`src/rtl/lts_pkg.sv`:
```
// Shared types, constants and helper functions of the Lox token scanner.
package lts_pkg;

  localparam int POS_W       = 24;
  localparam int LINE_W      = 16;
  localparam int KIND_W      = 6;
  localparam int ERR_W       = 2;
  localparam int IDLEN_W     = 3;
  localparam int KWBUF_DEPTH = 6;
  localparam int FIFO_DEPTH  = 8;
  localparam int FIFO_AW     = 3;
  localparam int FIFO_CW     = 4;

  localparam logic [POS_W-1:0]  POS_MAX  = '1;
  localparam logic [LINE_W-1:0] LINE_MAX = '1;

  localparam logic [KIND_W-1:0] K_LPAREN    = 6'd0;
  localparam logic [KIND_W-1:0] K_RPAREN    = 6'd1;
  localparam logic [KIND_W-1:0] K_LBRACE    = 6'd2;
  localparam logic [KIND_W-1:0] K_RBRACE    = 6'd3;
  localparam logic [KIND_W-1:0] K_COMMA     = 6'd4;
  localparam logic [KIND_W-1:0] K_DOT       = 6'd5;
  localparam logic [KIND_W-1:0] K_MINUS     = 6'd6;
  localparam logic [KIND_W-1:0] K_PLUS      = 6'd7;
  localparam logic [KIND_W-1:0] K_SEMI      = 6'd8;
  localparam logic [KIND_W-1:0] K_SLASH     = 6'd9;
  localparam logic [KIND_W-1:0] K_STAR      = 6'd10;
  localparam logic [KIND_W-1:0] K_BANG      = 6'd11;
  localparam logic [KIND_W-1:0] K_BANG_EQ   = 6'd12;
  localparam logic [KIND_W-1:0] K_EQUAL     = 6'd13;
  localparam logic [KIND_W-1:0] K_EQUAL_EQ  = 6'd14;
  localparam logic [KIND_W-1:0] K_GREATER   = 6'd15;
  localparam logic [KIND_W-1:0] K_GREATER_EQ = 6'd16;
  localparam logic [KIND_W-1:0] K_LESS      = 6'd17;
  localparam logic [KIND_W-1:0] K_LESS_EQ   = 6'd18;
  localparam logic [KIND_W-1:0] K_IDENT     = 6'd19;
  localparam logic [KIND_W-1:0] K_STRING    = 6'd20;
  localparam logic [KIND_W-1:0] K_NUMBER    = 6'd21;
  localparam logic [KIND_W-1:0] K_AND       = 6'd22;
  localparam logic [KIND_W-1:0] K_CLASS     = 6'd23;
  localparam logic [KIND_W-1:0] K_ELSE      = 6'd24;
  localparam logic [KIND_W-1:0] K_FALSE     = 6'd25;
  localparam logic [KIND_W-1:0] K_FOR       = 6'd26;
  localparam logic [KIND_W-1:0] K_FUN       = 6'd27;
  localparam logic [KIND_W-1:0] K_IF        = 6'd28;
  localparam logic [KIND_W-1:0] K_NIL       = 6'd29;
  localparam logic [KIND_W-1:0] K_OR        = 6'd30;
  localparam logic [KIND_W-1:0] K_PRINT     = 6'd31;
  localparam logic [KIND_W-1:0] K_RETURN    = 6'd32;
  localparam logic [KIND_W-1:0] K_SUPER     = 6'd33;
  localparam logic [KIND_W-1:0] K_THIS      = 6'd34;
  localparam logic [KIND_W-1:0] K_TRUE      = 6'd35;
  localparam logic [KIND_W-1:0] K_VAR       = 6'd36;
  localparam logic [KIND_W-1:0] K_WHILE     = 6'd37;
  localparam logic [KIND_W-1:0] K_ERROR     = 6'd38;
  localparam logic [KIND_W-1:0] K_EOF       = 6'd39;

  localparam logic [ERR_W-1:0] ERR_NONE         = 2'd0;
  localparam logic [ERR_W-1:0] ERR_UNEXPECTED   = 2'd1;
  localparam logic [ERR_W-1:0] ERR_UNTERMINATED = 2'd2;

  typedef enum logic [8:0] {
    M_IDLE     = 9'b000000001,
    M_IDENT    = 9'b000000010,
    M_NUMBER   = 9'b000000100,
    M_NUMDOT   = 9'b000001000,
    M_FRACTION = 9'b000010000,
    M_STRING   = 9'b000100000,
    M_OPER     = 9'b001000000,
    M_SLASH    = 9'b010000000,
    M_COMMENT  = 9'b100000000
  } mode_t;

  typedef enum logic [2:0] {
    OP_NONE    = 3'd0,
    OP_BANG    = 3'd1,
    OP_EQUAL   = 3'd2,
    OP_LESS    = 3'd3,
    OP_GREATER = 3'd4
  } op_t;

  typedef logic [KWBUF_DEPTH-1:0][7:0] kwbuf_t;

  typedef struct packed {
    logic [KIND_W-1:0] kind;
    logic [ERR_W-1:0]  err;
    logic [POS_W-1:0]  start;
    logic [POS_W-1:0]  len;
    logic [LINE_W-1:0] line;
    logic              last;
  } tok_t;

  typedef struct packed {
    logic [1:0]     n;
    tok_t [2:0]     e;
  } tok_wr_t;

  function automatic logic is_alpha(input logic [7:0] c);
    return (c >= "a" && c <= "z") || (c >= "A" && c <= "Z") || c == "_";
  endfunction

  function automatic logic is_digit(input logic [7:0] c);
    return c >= "0" && c <= "9";
  endfunction

  function automatic logic [KIND_W-1:0] op_single(input op_t op);
    logic [KIND_W-1:0] k;
    case (op)
      OP_BANG:    k = K_BANG;
      OP_EQUAL:   k = K_EQUAL;
      OP_LESS:    k = K_LESS;
      OP_GREATER: k = K_GREATER;
      default:    k = K_LPAREN;
    endcase
    return k;
  endfunction

  function automatic logic [KIND_W-1:0] op_double(input op_t op);
    logic [KIND_W-1:0] k;
    case (op)
      OP_BANG:    k = K_BANG_EQ;
      OP_EQUAL:   k = K_EQUAL_EQ;
      OP_LESS:    k = K_LESS_EQ;
      OP_GREATER: k = K_GREATER_EQ;
      default:    k = K_LPAREN;
    endcase
    return k;
  endfunction

  function automatic logic [KIND_W-1:0] kw_kind(input kwbuf_t b, input logic [IDLEN_W-1:0] n);
    logic [KIND_W-1:0] k;
    k = K_IDENT;
    case (n)
      3'd2: begin
        if ({b[0], b[1]} == "if") k = K_IF;
        else if ({b[0], b[1]} == "or") k = K_OR;
      end
      3'd3: begin
        if ({b[0], b[1], b[2]} == "and") k = K_AND;
        else if ({b[0], b[1], b[2]} == "for") k = K_FOR;
        else if ({b[0], b[1], b[2]} == "fun") k = K_FUN;
        else if ({b[0], b[1], b[2]} == "nil") k = K_NIL;
        else if ({b[0], b[1], b[2]} == "var") k = K_VAR;
      end
      3'd4: begin
        if ({b[0], b[1], b[2], b[3]} == "else") k = K_ELSE;
        else if ({b[0], b[1], b[2], b[3]} == "this") k = K_THIS;
        else if ({b[0], b[1], b[2], b[3]} == "true") k = K_TRUE;
      end
      3'd5: begin
        if ({b[0], b[1], b[2], b[3], b[4]} == "class") k = K_CLASS;
        else if ({b[0], b[1], b[2], b[3], b[4]} == "false") k = K_FALSE;
        else if ({b[0], b[1], b[2], b[3], b[4]} == "print") k = K_PRINT;
        else if ({b[0], b[1], b[2], b[3], b[4]} == "super") k = K_SUPER;
        else if ({b[0], b[1], b[2], b[3], b[4]} == "while") k = K_WHILE;
      end
      3'd6: begin
        if ({b[0], b[1], b[2], b[3], b[4], b[5]} == "return") k = K_RETURN;
      end
      default: k = K_IDENT;
    endcase
    return k;
  endfunction

endpackage

```
`src/rtl/lts_core.sv`:
```
// Scanner state registers and the per-byte token logic.
module lts_core import lts_pkg::*; (
  input  logic       clk,
  input  logic       rst_n,
  input  logic       take,
  input  logic [7:0] text_byte,
  input  logic       end_of_input,
  output tok_wr_t    wr
);

  mode_t               mode_r, mode_nxt;
  op_t                 op_r, op_nxt;
  logic [POS_W-1:0]    pos_r, pos_nxt;
  logic [POS_W-1:0]    ls_r, ls_nxt;
  logic [LINE_W-1:0]   line_r, line_nxt;
  kwbuf_t              buf_r, buf_nxt;
  logic [IDLEN_W-1:0]  ilen_r, ilen_nxt;

  logic [POS_W-1:0]  one, len, len1, dot, line_unused;
  logic [LINE_W-1:0] line_inc;
  logic              a_v, b_v, c_v, go_idle;
  tok_t              a_t, b_t, c_t;
  logic [1:0]        n;

  function automatic tok_t mk(input logic [KIND_W-1:0] kind, input logic [ERR_W-1:0] err,
                              input logic [POS_W-1:0] start, input logic [POS_W-1:0] ln,
                              input logic [LINE_W-1:0] line);
    tok_t t;
    t.kind  = kind;
    t.err   = err;
    t.start = start;
    t.len   = ln;
    t.line  = line;
    t.last  = 1'b0;
    return t;
  endfunction

  assign line_unused = '0;

  always_comb begin
    mode_nxt = mode_r;
    op_nxt   = op_r;
    pos_nxt  = pos_r;
    ls_nxt   = ls_r;
    line_nxt = line_r;
    buf_nxt  = buf_r;
    ilen_nxt = ilen_r;
    one      = {{(POS_W-1){1'b0}}, (pos_r != POS_MAX)};
    len      = pos_r - ls_r;
    len1     = len + one;
    dot      = (pos_r > ls_r) ? pos_r - {{(POS_W-1){1'b0}}, 1'b1} : ls_r;
    line_inc = line_r + {{(LINE_W-1){1'b0}}, (line_r != LINE_MAX)};
    a_v = 1'b0;
    b_v = 1'b0;
    c_v = 1'b0;
    a_t = mk(K_EOF, ERR_NONE, pos_r, line_unused, line_r);
    b_t = a_t;
    c_t = a_t;
    go_idle = 1'b0;

    if (end_of_input) begin
      case (mode_r)
        M_IDENT: begin
          a_v = 1'b1;
          a_t = mk(kw_kind(buf_r, ilen_r), ERR_NONE, ls_r, len, line_r);
        end
        M_NUMBER, M_FRACTION: begin
          a_v = 1'b1;
          a_t = mk(K_NUMBER, ERR_NONE, ls_r, len, line_r);
        end
        M_NUMDOT: begin
          a_v = 1'b1;
          b_v = 1'b1;
          a_t = mk(K_NUMBER, ERR_NONE, ls_r, dot - ls_r, line_r);
          b_t = mk(K_DOT, ERR_NONE, dot, {{(POS_W-1){1'b0}}, 1'b1}, line_r);
        end
        M_STRING: begin
          a_v = 1'b1;
          a_t = mk(K_ERROR, ERR_UNTERMINATED, ls_r, len, line_r);
        end
        M_OPER: begin
          a_v = 1'b1;
          a_t = mk(op_single(op_r), ERR_NONE, ls_r, len, line_r);
        end
        M_SLASH: begin
          a_v = 1'b1;
          a_t = mk(K_SLASH, ERR_NONE, ls_r, len, line_r);
        end
        default: a_v = 1'b0;
      endcase
      c_v = 1'b1;
      c_t = mk(K_EOF, ERR_NONE, pos_r, '0, line_r);
      mode_nxt = M_IDLE;
      op_nxt   = OP_NONE;
      pos_nxt  = '0;
      ls_nxt   = '0;
      line_nxt = {{(LINE_W-1){1'b0}}, 1'b1};
      buf_nxt  = '0;
      ilen_nxt = '0;
    end else begin
      pos_nxt = pos_r + one;
      case (mode_r)
        M_IDENT: begin
          if (is_alpha(text_byte) || is_digit(text_byte)) begin
            for (int i = 0; i < KWBUF_DEPTH; i++) begin
              if (ilen_r == IDLEN_W'(i)) buf_nxt[i] = text_byte;
            end
            if (ilen_r != 3'd7) ilen_nxt = ilen_r + 3'd1;
          end else begin
            a_v = 1'b1;
            a_t = mk(kw_kind(buf_r, ilen_r), ERR_NONE, ls_r, len, line_r);
            go_idle = 1'b1;
          end
        end
        M_NUMBER: begin
          if (text_byte == ".") begin
            mode_nxt = M_NUMDOT;
          end else if (!is_digit(text_byte)) begin
            a_v = 1'b1;
            a_t = mk(K_NUMBER, ERR_NONE, ls_r, len, line_r);
            go_idle = 1'b1;
          end
        end
        M_NUMDOT: begin
          if (is_digit(text_byte)) begin
            mode_nxt = M_FRACTION;
          end else begin
            a_v = 1'b1;
            b_v = 1'b1;
            a_t = mk(K_NUMBER, ERR_NONE, ls_r, dot - ls_r, line_r);
            b_t = mk(K_DOT, ERR_NONE, dot, {{(POS_W-1){1'b0}}, 1'b1}, line_r);
            go_idle = 1'b1;
          end
        end
        M_FRACTION: begin
          if (!is_digit(text_byte)) begin
            a_v = 1'b1;
            a_t = mk(K_NUMBER, ERR_NONE, ls_r, len, line_r);
            go_idle = 1'b1;
          end
        end
        M_STRING: begin
          if (text_byte == "\"") begin
            a_v = 1'b1;
            a_t = mk(K_STRING, ERR_NONE, ls_r, len1, line_r);
            mode_nxt = M_IDLE;
          end else if (text_byte == "\n") begin
            line_nxt = line_inc;
          end
        end
        M_OPER: begin
          a_v    = 1'b1;
          op_nxt = OP_NONE;
          if (text_byte == "=") begin
            a_t = mk(op_double(op_r), ERR_NONE, ls_r, len1, line_r);
            mode_nxt = M_IDLE;
          end else begin
            a_t = mk(op_single(op_r), ERR_NONE, ls_r, len, line_r);
            go_idle = 1'b1;
          end
        end
        M_SLASH: begin
          if (text_byte == "/") begin
            mode_nxt = M_COMMENT;
          end else begin
            a_v = 1'b1;
            a_t = mk(K_SLASH, ERR_NONE, ls_r, len, line_r);
            go_idle = 1'b1;
          end
        end
        M_COMMENT: begin
          if (text_byte == "\n") go_idle = 1'b1;
        end
        default: go_idle = 1'b1;
      endcase

      if (go_idle) begin
        mode_nxt = M_IDLE;
        ls_nxt   = pos_r;
        case (text_byte) inside
          " ", "\r", "\t": c_v = 1'b0;
          "\n": line_nxt = line_inc;
          "(": begin c_v = 1'b1; c_t = mk(K_LPAREN, ERR_NONE, pos_r, one, line_r); end
          ")": begin c_v = 1'b1; c_t = mk(K_RPAREN, ERR_NONE, pos_r, one, line_r); end
          "{": begin c_v = 1'b1; c_t = mk(K_LBRACE, ERR_NONE, pos_r, one, line_r); end
          "}": begin c_v = 1'b1; c_t = mk(K_RBRACE, ERR_NONE, pos_r, one, line_r); end
          ",": begin c_v = 1'b1; c_t = mk(K_COMMA, ERR_NONE, pos_r, one, line_r); end
          ".": begin c_v = 1'b1; c_t = mk(K_DOT, ERR_NONE, pos_r, one, line_r); end
          "-": begin c_v = 1'b1; c_t = mk(K_MINUS, ERR_NONE, pos_r, one, line_r); end
          "+": begin c_v = 1'b1; c_t = mk(K_PLUS, ERR_NONE, pos_r, one, line_r); end
          ";": begin c_v = 1'b1; c_t = mk(K_SEMI, ERR_NONE, pos_r, one, line_r); end
          "*": begin c_v = 1'b1; c_t = mk(K_STAR, ERR_NONE, pos_r, one, line_r); end
          "!": begin mode_nxt = M_OPER; op_nxt = OP_BANG; end
          "=": begin mode_nxt = M_OPER; op_nxt = OP_EQUAL; end
          "<": begin mode_nxt = M_OPER; op_nxt = OP_LESS; end
          ">": begin mode_nxt = M_OPER; op_nxt = OP_GREATER; end
          "/": mode_nxt = M_SLASH;
          "\"": mode_nxt = M_STRING;
          default: begin
            if (is_alpha(text_byte)) begin
              mode_nxt   = M_IDENT;
              buf_nxt    = '0;
              buf_nxt[0] = text_byte;
              ilen_nxt   = 3'd1;
            end else if (is_digit(text_byte)) begin
              mode_nxt = M_NUMBER;
            end else begin
              c_v = 1'b1;
              c_t = mk(K_ERROR, ERR_UNEXPECTED, pos_r, one, line_r);
            end
          end
        endcase
      end
    end

    n = 2'(a_v) + 2'(b_v) + 2'(c_v);
    wr.n         = take ? n : 2'd0;
    wr.e[0]      = a_v ? a_t : c_t;
    wr.e[1]      = b_v ? b_t : c_t;
    wr.e[2]      = c_t;
    wr.e[0].last = (n == 2'd1);
    wr.e[1].last = (n == 2'd2);
    wr.e[2].last = (n == 2'd3);
  end

  always_ff @(posedge clk) begin
    if (!rst_n) begin
      mode_r <= M_IDLE;
      op_r   <= OP_NONE;
      pos_r  <= '0;
      ls_r   <= '0;
      line_r <= {{(LINE_W-1){1'b0}}, 1'b1};
      buf_r  <= '0;
      ilen_r <= '0;
    end else if (take) begin
      mode_r <= mode_nxt;
      op_r   <= op_nxt;
      pos_r  <= pos_nxt;
      ls_r   <= ls_nxt;
      line_r <= line_nxt;
      buf_r  <= buf_nxt;
      ilen_r <= ilen_nxt;
    end
  end

endmodule

```
`src/rtl/lts_fifo.sv`:
```
// Result queue that takes up to three tokens a cycle and releases one.
module lts_fifo import lts_pkg::*; (
  input  logic    clk,
  input  logic    rst_n,
  input  tok_wr_t wr,
  input  logic    rd,
  output tok_t    head,
  output logic    not_empty,
  output logic    has_room
);

  tok_t               mem_r [FIFO_DEPTH];
  logic [FIFO_AW-1:0] head_r, head_nxt;
  logic [FIFO_AW-1:0] tail_r, tail_nxt;
  logic [FIFO_CW-1:0] count_r, count_nxt;

  assign head      = mem_r[head_r];
  assign not_empty = (count_r != '0);
  assign has_room  = (count_r <= FIFO_CW'(FIFO_DEPTH - 3));

  always_comb begin
    head_nxt  = head_r + FIFO_AW'(rd);
    tail_nxt  = tail_r + FIFO_AW'(wr.n);
    count_nxt = count_r + FIFO_CW'(wr.n) - FIFO_CW'(rd);
  end

  always_ff @(posedge clk) begin
    for (int i = 0; i < 3; i++) begin
      if (wr.n > 2'(i)) mem_r[tail_r + FIFO_AW'(i)] <= wr.e[i];
    end
  end

  always_ff @(posedge clk) begin
    if (!rst_n) begin
      head_r  <= '0;
      tail_r  <= '0;
      count_r <= '0;
    end else begin
      head_r  <= head_nxt;
      tail_r  <= tail_nxt;
      count_r <= count_nxt;
    end
  end

endmodule

```
`src/rtl/lox_token_scanner.sv`:
```
// Top level of the Lox token scanner: scanner core feeding a token queue.
//
//   Channel  Handshake             Word
//   in       in_valid / in_ready   one source byte or an end-of-input mark
//   out      out_valid / out_ready one token with kind, error, start, length, line
//
// One byte is taken in every cycle while the token queue has room for three tokens.
// A byte's tokens are written to the queue at the clock edge that accepts it and
// leave it behind earlier tokens, one token a cycle while out_ready is high.
// A stall on the output lets tokens collect in the eight-entry queue, and in_ready
// falls once fewer than three entries are free.
// Reset empties the queue and returns the scanner to line 1, offset 0.
module lox_token_scanner import lts_pkg::*; (
  input  logic              clk,
  input  logic              rst_n,
  input  logic              in_valid,
  output logic              in_ready,
  input  logic [7:0]        in_text_byte,
  input  logic              in_end_of_input,
  output logic              out_valid,
  input  logic              out_ready,
  output logic [KIND_W-1:0] out_token_kind,
  output logic [ERR_W-1:0]  out_error_kind,
  output logic [POS_W-1:0]  out_token_start,
  output logic [POS_W-1:0]  out_token_length,
  output logic [LINE_W-1:0] out_line_number,
  output logic              out_run_last
);

  tok_wr_t wr;
  tok_t    head;
  logic    take;
  logic    has_room;

  assign in_ready = has_room;
  assign take     = in_valid & has_room;

  lts_core u_core (
    .clk          (clk),
    .rst_n        (rst_n),
    .take         (take),
    .text_byte    (in_text_byte),
    .end_of_input (in_end_of_input),
    .wr           (wr)
  );

  lts_fifo u_fifo (
    .clk       (clk),
    .rst_n     (rst_n),
    .wr        (wr),
    .rd        (out_valid & out_ready),
    .head      (head),
    .not_empty (out_valid),
    .has_room  (has_room)
  );

  assign out_token_kind   = head.kind;
  assign out_error_kind   = head.err;
  assign out_token_start  = head.start;
  assign out_token_length = head.len;
  assign out_line_number  = head.line;
  assign out_run_last     = head.last;

endmodule

```
`config.mk`:
```
export PLATFORM = sky130hd
export DESIGN_NAME = lox_token_scanner
export DESIGN_NICKNAME = d
export VERILOG_FILES = /design/src/rtl/lts_pkg.sv /design/src/rtl/lts_core.sv /design/src/rtl/lts_fifo.sv /design/src/rtl/lox_token_scanner.sv
export SDC_FILE = /design/constraint.sdc
export NUM_CORES = 2
export LEC_CHECK = 0
export BUFFER_PORTS_ARGS = -buffer_cell sky130_fd_sc_hd__buf_2
export CAP_MARGIN = 30
export CORE_ASPECT_RATIO = 1.5
export CORE_MARGIN = 3
export CORE_UTILIZATION = 40
export CTS_CLUSTER_DIAMETER = 150
export DETAILED_ROUTE_END_ITERATION = 8
export REMOVE_ABC_BUFFERS = 1
export SLEW_MARGIN = 20
export SYNTH_ARGS = -nofsm -noshare
export SYNTH_HDL_FRONTEND = slang
export SYNTH_SLANG_ARGS = --single-unit
export TNS_END_PERCENT = 1
```
`constraint.sdc`:
```
create_clock -name clk -period 10.3 [get_ports clk]
set_input_delay 0.515 -clock clk [delete_from_list [all_inputs] [get_ports clk]]
set_output_delay 0.515 -clock clk [all_outputs]
set_load 0.01 [all_outputs]
```
## After elaboration in Yosys (flattened, before gate mapping)

Memory sizes are Yosys's and may differ from the RTL's. A register that Yosys moved wholly into a read port is not among the register bits.
Index checks and enable logic that the tools add are counted.

| operators by class | value |
|---|---|
| $add $sub $neg | 15 |
| $lt $le $gt $ge | 11 |
| equal/unequal tests | 66 |
| multiplexer cells | 212 |
| bitwise operators | 2 |
| reduce and logical (&&, ||, !) cells | 16 |

Operators with widths:

| operator | number |
|---|---|
| $mux 73 | 35 |
| $mux 48 | 23 |
| $pmux 73 s7 | 1 |
| $pmux 73 s6 | 1 |
| $mux 9 | 26 |
| $eq 40x39->1 const B | 5 |
| $mux 3 | 45 |
| $eq 24x23->1 const B | 5 |
| $eq 8x6->1 const B | 15 |
| $mux 16 | 7 |
| $eq 32x31->1 const B | 3 |
| $mux 24 | 4 |
| $mux 6 | 14 |
| $mux 68 | 1 |
| $add 24x1->24 | 2 |
| $eq 48x47->1 const B | 1 |
| $mux 8 | 6 |
| $sub 24x24->24 | 2 |
| $pmux 9 s5 | 1 |
| $mux 1 | 40 |
| $pmux 5 s4 | 2 |
| $eq 16x15->1 const B | 2 |
| $eq 8x7->1 const B | 4 |
| $pmux 6 s5 | 1 |
| 52 further kinds | 76 |

| word-level totals | value |
|---|---|
| register bits after elaboration | 137 |
| memory bits (writable) | 584 |
| input bits | 13 |
| output and inout bits | 75 |
| word-level logic and storage cells | 338 |
| memories | 1 |

Memories:

| memory | depth | width | read ports | clocked after memory_dff | wr ports | RTL line | source |
|---|---|---|---|---|---|---|---|
| u_fifo.mem_r | 8 | 73 | 1 | 1 | 3 | lts_fifo.sv:12 | `tok_t mem_r [FIFO_DEPTH];` |

## Depth between registers and ports, before layout

| logic depth | value |
|---|---|
| depth after elaboration | 30 |
| mapped depth | 26 |
| depth with buffers taken out | 24 |

## Hierarchy

Synthesis repeated with hierarchy kept, for this count alone.

| second synthesis, totals | value |
|---|---|
| cell total of the unflattened synthesis | 5,950 |
| area, all modules | 52,472.8 µm² |

Modules (own cells, without submodules):

| module | instances | cells each | area each (µm²) | seq. area each (µm²) |
|---|---|---|---|---|
| lts_fifo | 1 | 4,119 | 39,494.1 | 17,737.0 |
| lts_core | 1 | 1,829 | 12,966.2 | 2,542.4 |
| lox_token_scanner | 1 | 2 | 12.5 | 0.0 |

## Worst setup path before layout

No wires, ideal clock.

| timing path | value |
|---|---|
| path kind | input to register |
| start | input in_text_byte[4] |
| end | memory u_fifo.mem_r[2][0] (netlist bit), enable pin |
| data arrival time | 5,670 ps |
| required time | 9,898 ps |
| setup slack | 4,228 ps |
| stages on the path | 19 |
| buffers on the path | 6 |
| path through | buf_2 or4b_1 clkbuf_1 or3_1 nor2_1 nand2_1 a31oi_2 inv_2 buf_2 buf_1 fa_1 clkbuf_1 nor2_1 inv_1 or3_1 nor3_1 nor3_1 clkbuf_1 inv_1 |

RTL lines:

| what | RTL line | source |
|---|---|---|
| from (decl) | lox_token_scanner.sv:18 | `input logic [7:0] in_text_byte,` |
| to (decl) | lts_fifo.sv:12 |  |

==> results.cfg <==
[synthesis]
yosys_most_used_dff = edfxtp_1
ys_ff_latch = 721
synth.avg_cell_area_um2 = 10.1
ys_async_sr_fraction_pct = 0
yosys_warnings = 0
synth_cells = 3940
synthesis.area_um2 = 39900
yosys.cell_types.count = 92
yosysSeqAreaShare_pct = 45.8
synth_edf_count = 384

[clock_network]
post_cts_buffers = 0
cts_tree = built
cts_buffers = 73
cts.sinks = 721
cts_max_path_buffers = 3
cts_hold_buffers = 0
cts.clk_slew.worst_paths_ns = 0.06
clk_latency_ns = 0.69
root_buffer = clkbuf_16
htree_num_levels = 3
cts_resized = 0

[min_path]
hold_depth = 3
worstHoldStart = in_text_byte[6]
holdCritPathClass = primary input to flip-flop
min_to = u_core.buf_r[22]

[drt]
vias_per_cell = 6.39
firstDrtPassIters = 6
wl_per_cell_um = 27.4
ant_nets = 0
vias = 33500
wl_mm = 144
drc = 0
dr.first_iter.drc_count = 3979

[final_layout]
final_common_cell = nand2_1
nNetsFinal = 3981
layout_common_cells = 501 x nand2_1, 384 x edfxtp_1, 334 x dfxtp_1, 331 x nor2_1, 203 x o221ai_1
multi_input_area_um2 = 20200
fin_cells = 5239
area_growth_syn_to_layout_pct = 10.7
layout-drive-gt1-share_pct = 15.8
seqCellArea_um2 = 18300
fin_util_pct = 44.8
fillCellCount = 9275
diodes = 0

[worst_setup_path]
crit_required_ns = 10.86
cp-start-kind = flip-flop
reg2reg_to = u_fifo.mem_r[5][37]
crit_type = flip-flop to flip-flop
r2r_setup_slack_ns = 3.07
arrival_ns = 7.79
r2r_start = u_core.pos_r[0]
reg2reg_depth = 23
crit_path_max_fanout = 21
setup.worst_path.end_class = flip-flop

[sta]
period_minus_slack_ns = 7.23
hold_viol_final = 0
maxSlewHeadroom_pct = 32.6
slew_violations = 0
finalCritPeriodShare_pct = 70.2
max_freq_ghz = 0.138
setup_viol = 0
setup-tns-final_ns = 0
worst_pin_slew_ns = 0.983
setup_slack_ns = 3.07
skew_ns = 0.0464
rsz0062_at_grt = false

[power_and_ir_drop]
leakagePower_uw = 0.0142
peakVddDrop_v = 0.000147
p_per_area_nw_per_um2 = 178
fin_total_pwr_uw = 7850

[floorplan]
placementRows = 141
die-height_um = 393
coreArea_um2 = 98600
start_util_pct = 40.4
die_area_um2 = 104000
fp.dieW_um = 264
io_pins = 88

[global_route]
grt_pass1_vias = 32700
grt_usage_pct = 27.0
grt_remaining_overflow = 0
grt_max_degree = 58
grt_first_pass_wirelength_mm = 212
antenna_found_initial = 5

[run_status]
status = complete, no violations

[placed_design]
dp_hpwl_mm = 96.1
dp.cells = 5098
place_congestion = 1.07
portBuffers = 87
post-place-ws_ns = 3.23

[flow_run]
drv_cap = 0
-- logic make-up after synthesis --
| family | Yosys count | synth area share (%) |
|---|---|---|
| flip-flops | 721 | 45.8 |
| buffers and inverters | 399 | 3.83 |
| multiplexers | 247 | 11.0 |
| XOR/XNOR | 102 | 2.24 |
| adder cells (fa/ha/maj) | 75 | 2.45 |
| AND/OR/NAND/NOR | 1413 | 17.0 |
| AO/OA/AOI/OAI | 983 | 17.6 |
-- synthesized netlist by cell type (26+ instances only) --
| cell | n | area, µm² |
|---|---|---|
| a21oi_1 | 142 | 711 |
| a22o_1 | 72 | 631 |
| a22oi_1 | 75 | 563 |
| and3_1 | 31 | 194 |
| buf_1 | 26 | 97.6 |
| clkbuf_1 | 280 | 1050 |
| dfxtp_1 | 337 | 6750 |
| edfxtp_1 | 384 | 11500 |
| ha_1 | 70 | 876 |
| inv_1 | 70 | 263 |
| mux2_2 | 74 | 833 |
| mux2i_1 | 27 | 270 |
| mux4_2 | 146 | 3290 |
| nand2_1 | 509 | 1910 |
| nand2b_1 | 36 | 225 |
| nand3_1 | 77 | 385 |
| nand4_1 | 26 | 163 |
| nor2_1 | 337 | 1260 |
| nor2b_1 | 141 | 882 |
| nor3_1 | 74 | 370 |
| nor4_1 | 27 | 169 |
| o211ai_1 | 32 | 240 |
| o21ai_0 | 194 | 971 |
| o221ai_1 | 203 | 1780 |
| o22ai_1 | 46 | 288 |
| o31ai_1 | 29 | 218 |
| xnor2_1 | 41 | 359 |
| xor2_1 | 61 | 534 |
-- critical path, stage by stage, from the launching register on --
cell and delay [ns]:
dfxtp_1 0.65, inv_1 0.22, ha_1 0.27, inv_1 0.07, fa_1 0.23, a211oi_2 0.13, or3_1 0.48, a21o_1 0.23
o221a_2 0.31, o21ai_0 0.16, o211a_1 0.61, mux2i_1 0.23, ha_1 0.27, fa_1 0.45, nor2b_1 0.13, o21a_1 0.13
o21ai_0 0.19, a2111o_1 0.45, a31oi_1 0.39, a21oi_1 0.23, and3_1 0.22, o31ai_1 0.28, o211ai_1 0.44, a22o_1 0.35
-- per-stage QoR --
step	hold WS [ns]	area [µm²]
after floorplan	0.420	38600
after global placement	0.429	41600
after detailed placement	0.439	41700
after CTS	0.233	44100
after global routing	0.286	44200
final	0.270	44200
-- cell type report --
class,instances,area share [%]
Multi-Input combinational cell,2820,45.8
Inverter,74,0.629
Sequential cell,721,41.4
Timing Repair Buffer,203,3.12
Tap cell,1287,3.65
Clock buffer,107,4.70
Clock inverter,27,0.734
-- sequential cells by signal (all words and copies together) (netlist names) --
signal          cells
u_core.mode_r       9
u_fifo.head_r       3
u_core.buf_r       48
u_core.line_r      16
u_fifo.mem_r      584
u_fifo.count_r      4
u_core.ilen_r       3
u_core.ls_r        24
u_core.pos_r       24
u_fifo.tail_r       3
u_core.op_r         3
-- report_power, final --
part / leakage, µW / switching (µW) / total (µW) / internal (µW)
Combinational: 0.00695 / 1180 / 1920 / 737
Sequential: 0.00606 / 85.5 / 3240 / 3150
Clock: 0.00118 / 1220 / 2690 / 1480
-- layer usage --
| metal | routed length [µm] | GRT usage [%] | vias up |
|---|---|---|---|
| met5 | 27 | 0 | - |
| met4 | 8180 | 14.2 | 4 |
| met3 | 10800 | 4.44 | 440 |
| met2 | 69900 | 46.2 | 1739 |
| met1 | 54700 | 32.8 | 16500 |
| li1 | - | - | 14800 |
-- worst max-delay path by stage --
stage / to / from / slack (ns) / cells after the start
after floorplan: u_fifo.mem_r[2][0] / u_core.mode_r[7] / -0.23 / 12
after global placement: u_fifo.mem_r[6][57] / in_text_byte[6] / 3.35 / 16
after detailed placement: u_fifo.mem_r[6][57] / in_text_byte[5] / 3.23 / 16
after CTS: u_fifo.mem_r[5][37] / u_core.pos_r[0] / 3.25 / 23
after global routing: u_fifo.mem_r[7][38] / u_core.pos_r[0] / 2.74 / 23
final: u_fifo.mem_r[5][37] / u_core.pos_r[0] / 3.07 / 23
No activity file was read; power rests on OpenSTA's default activity.
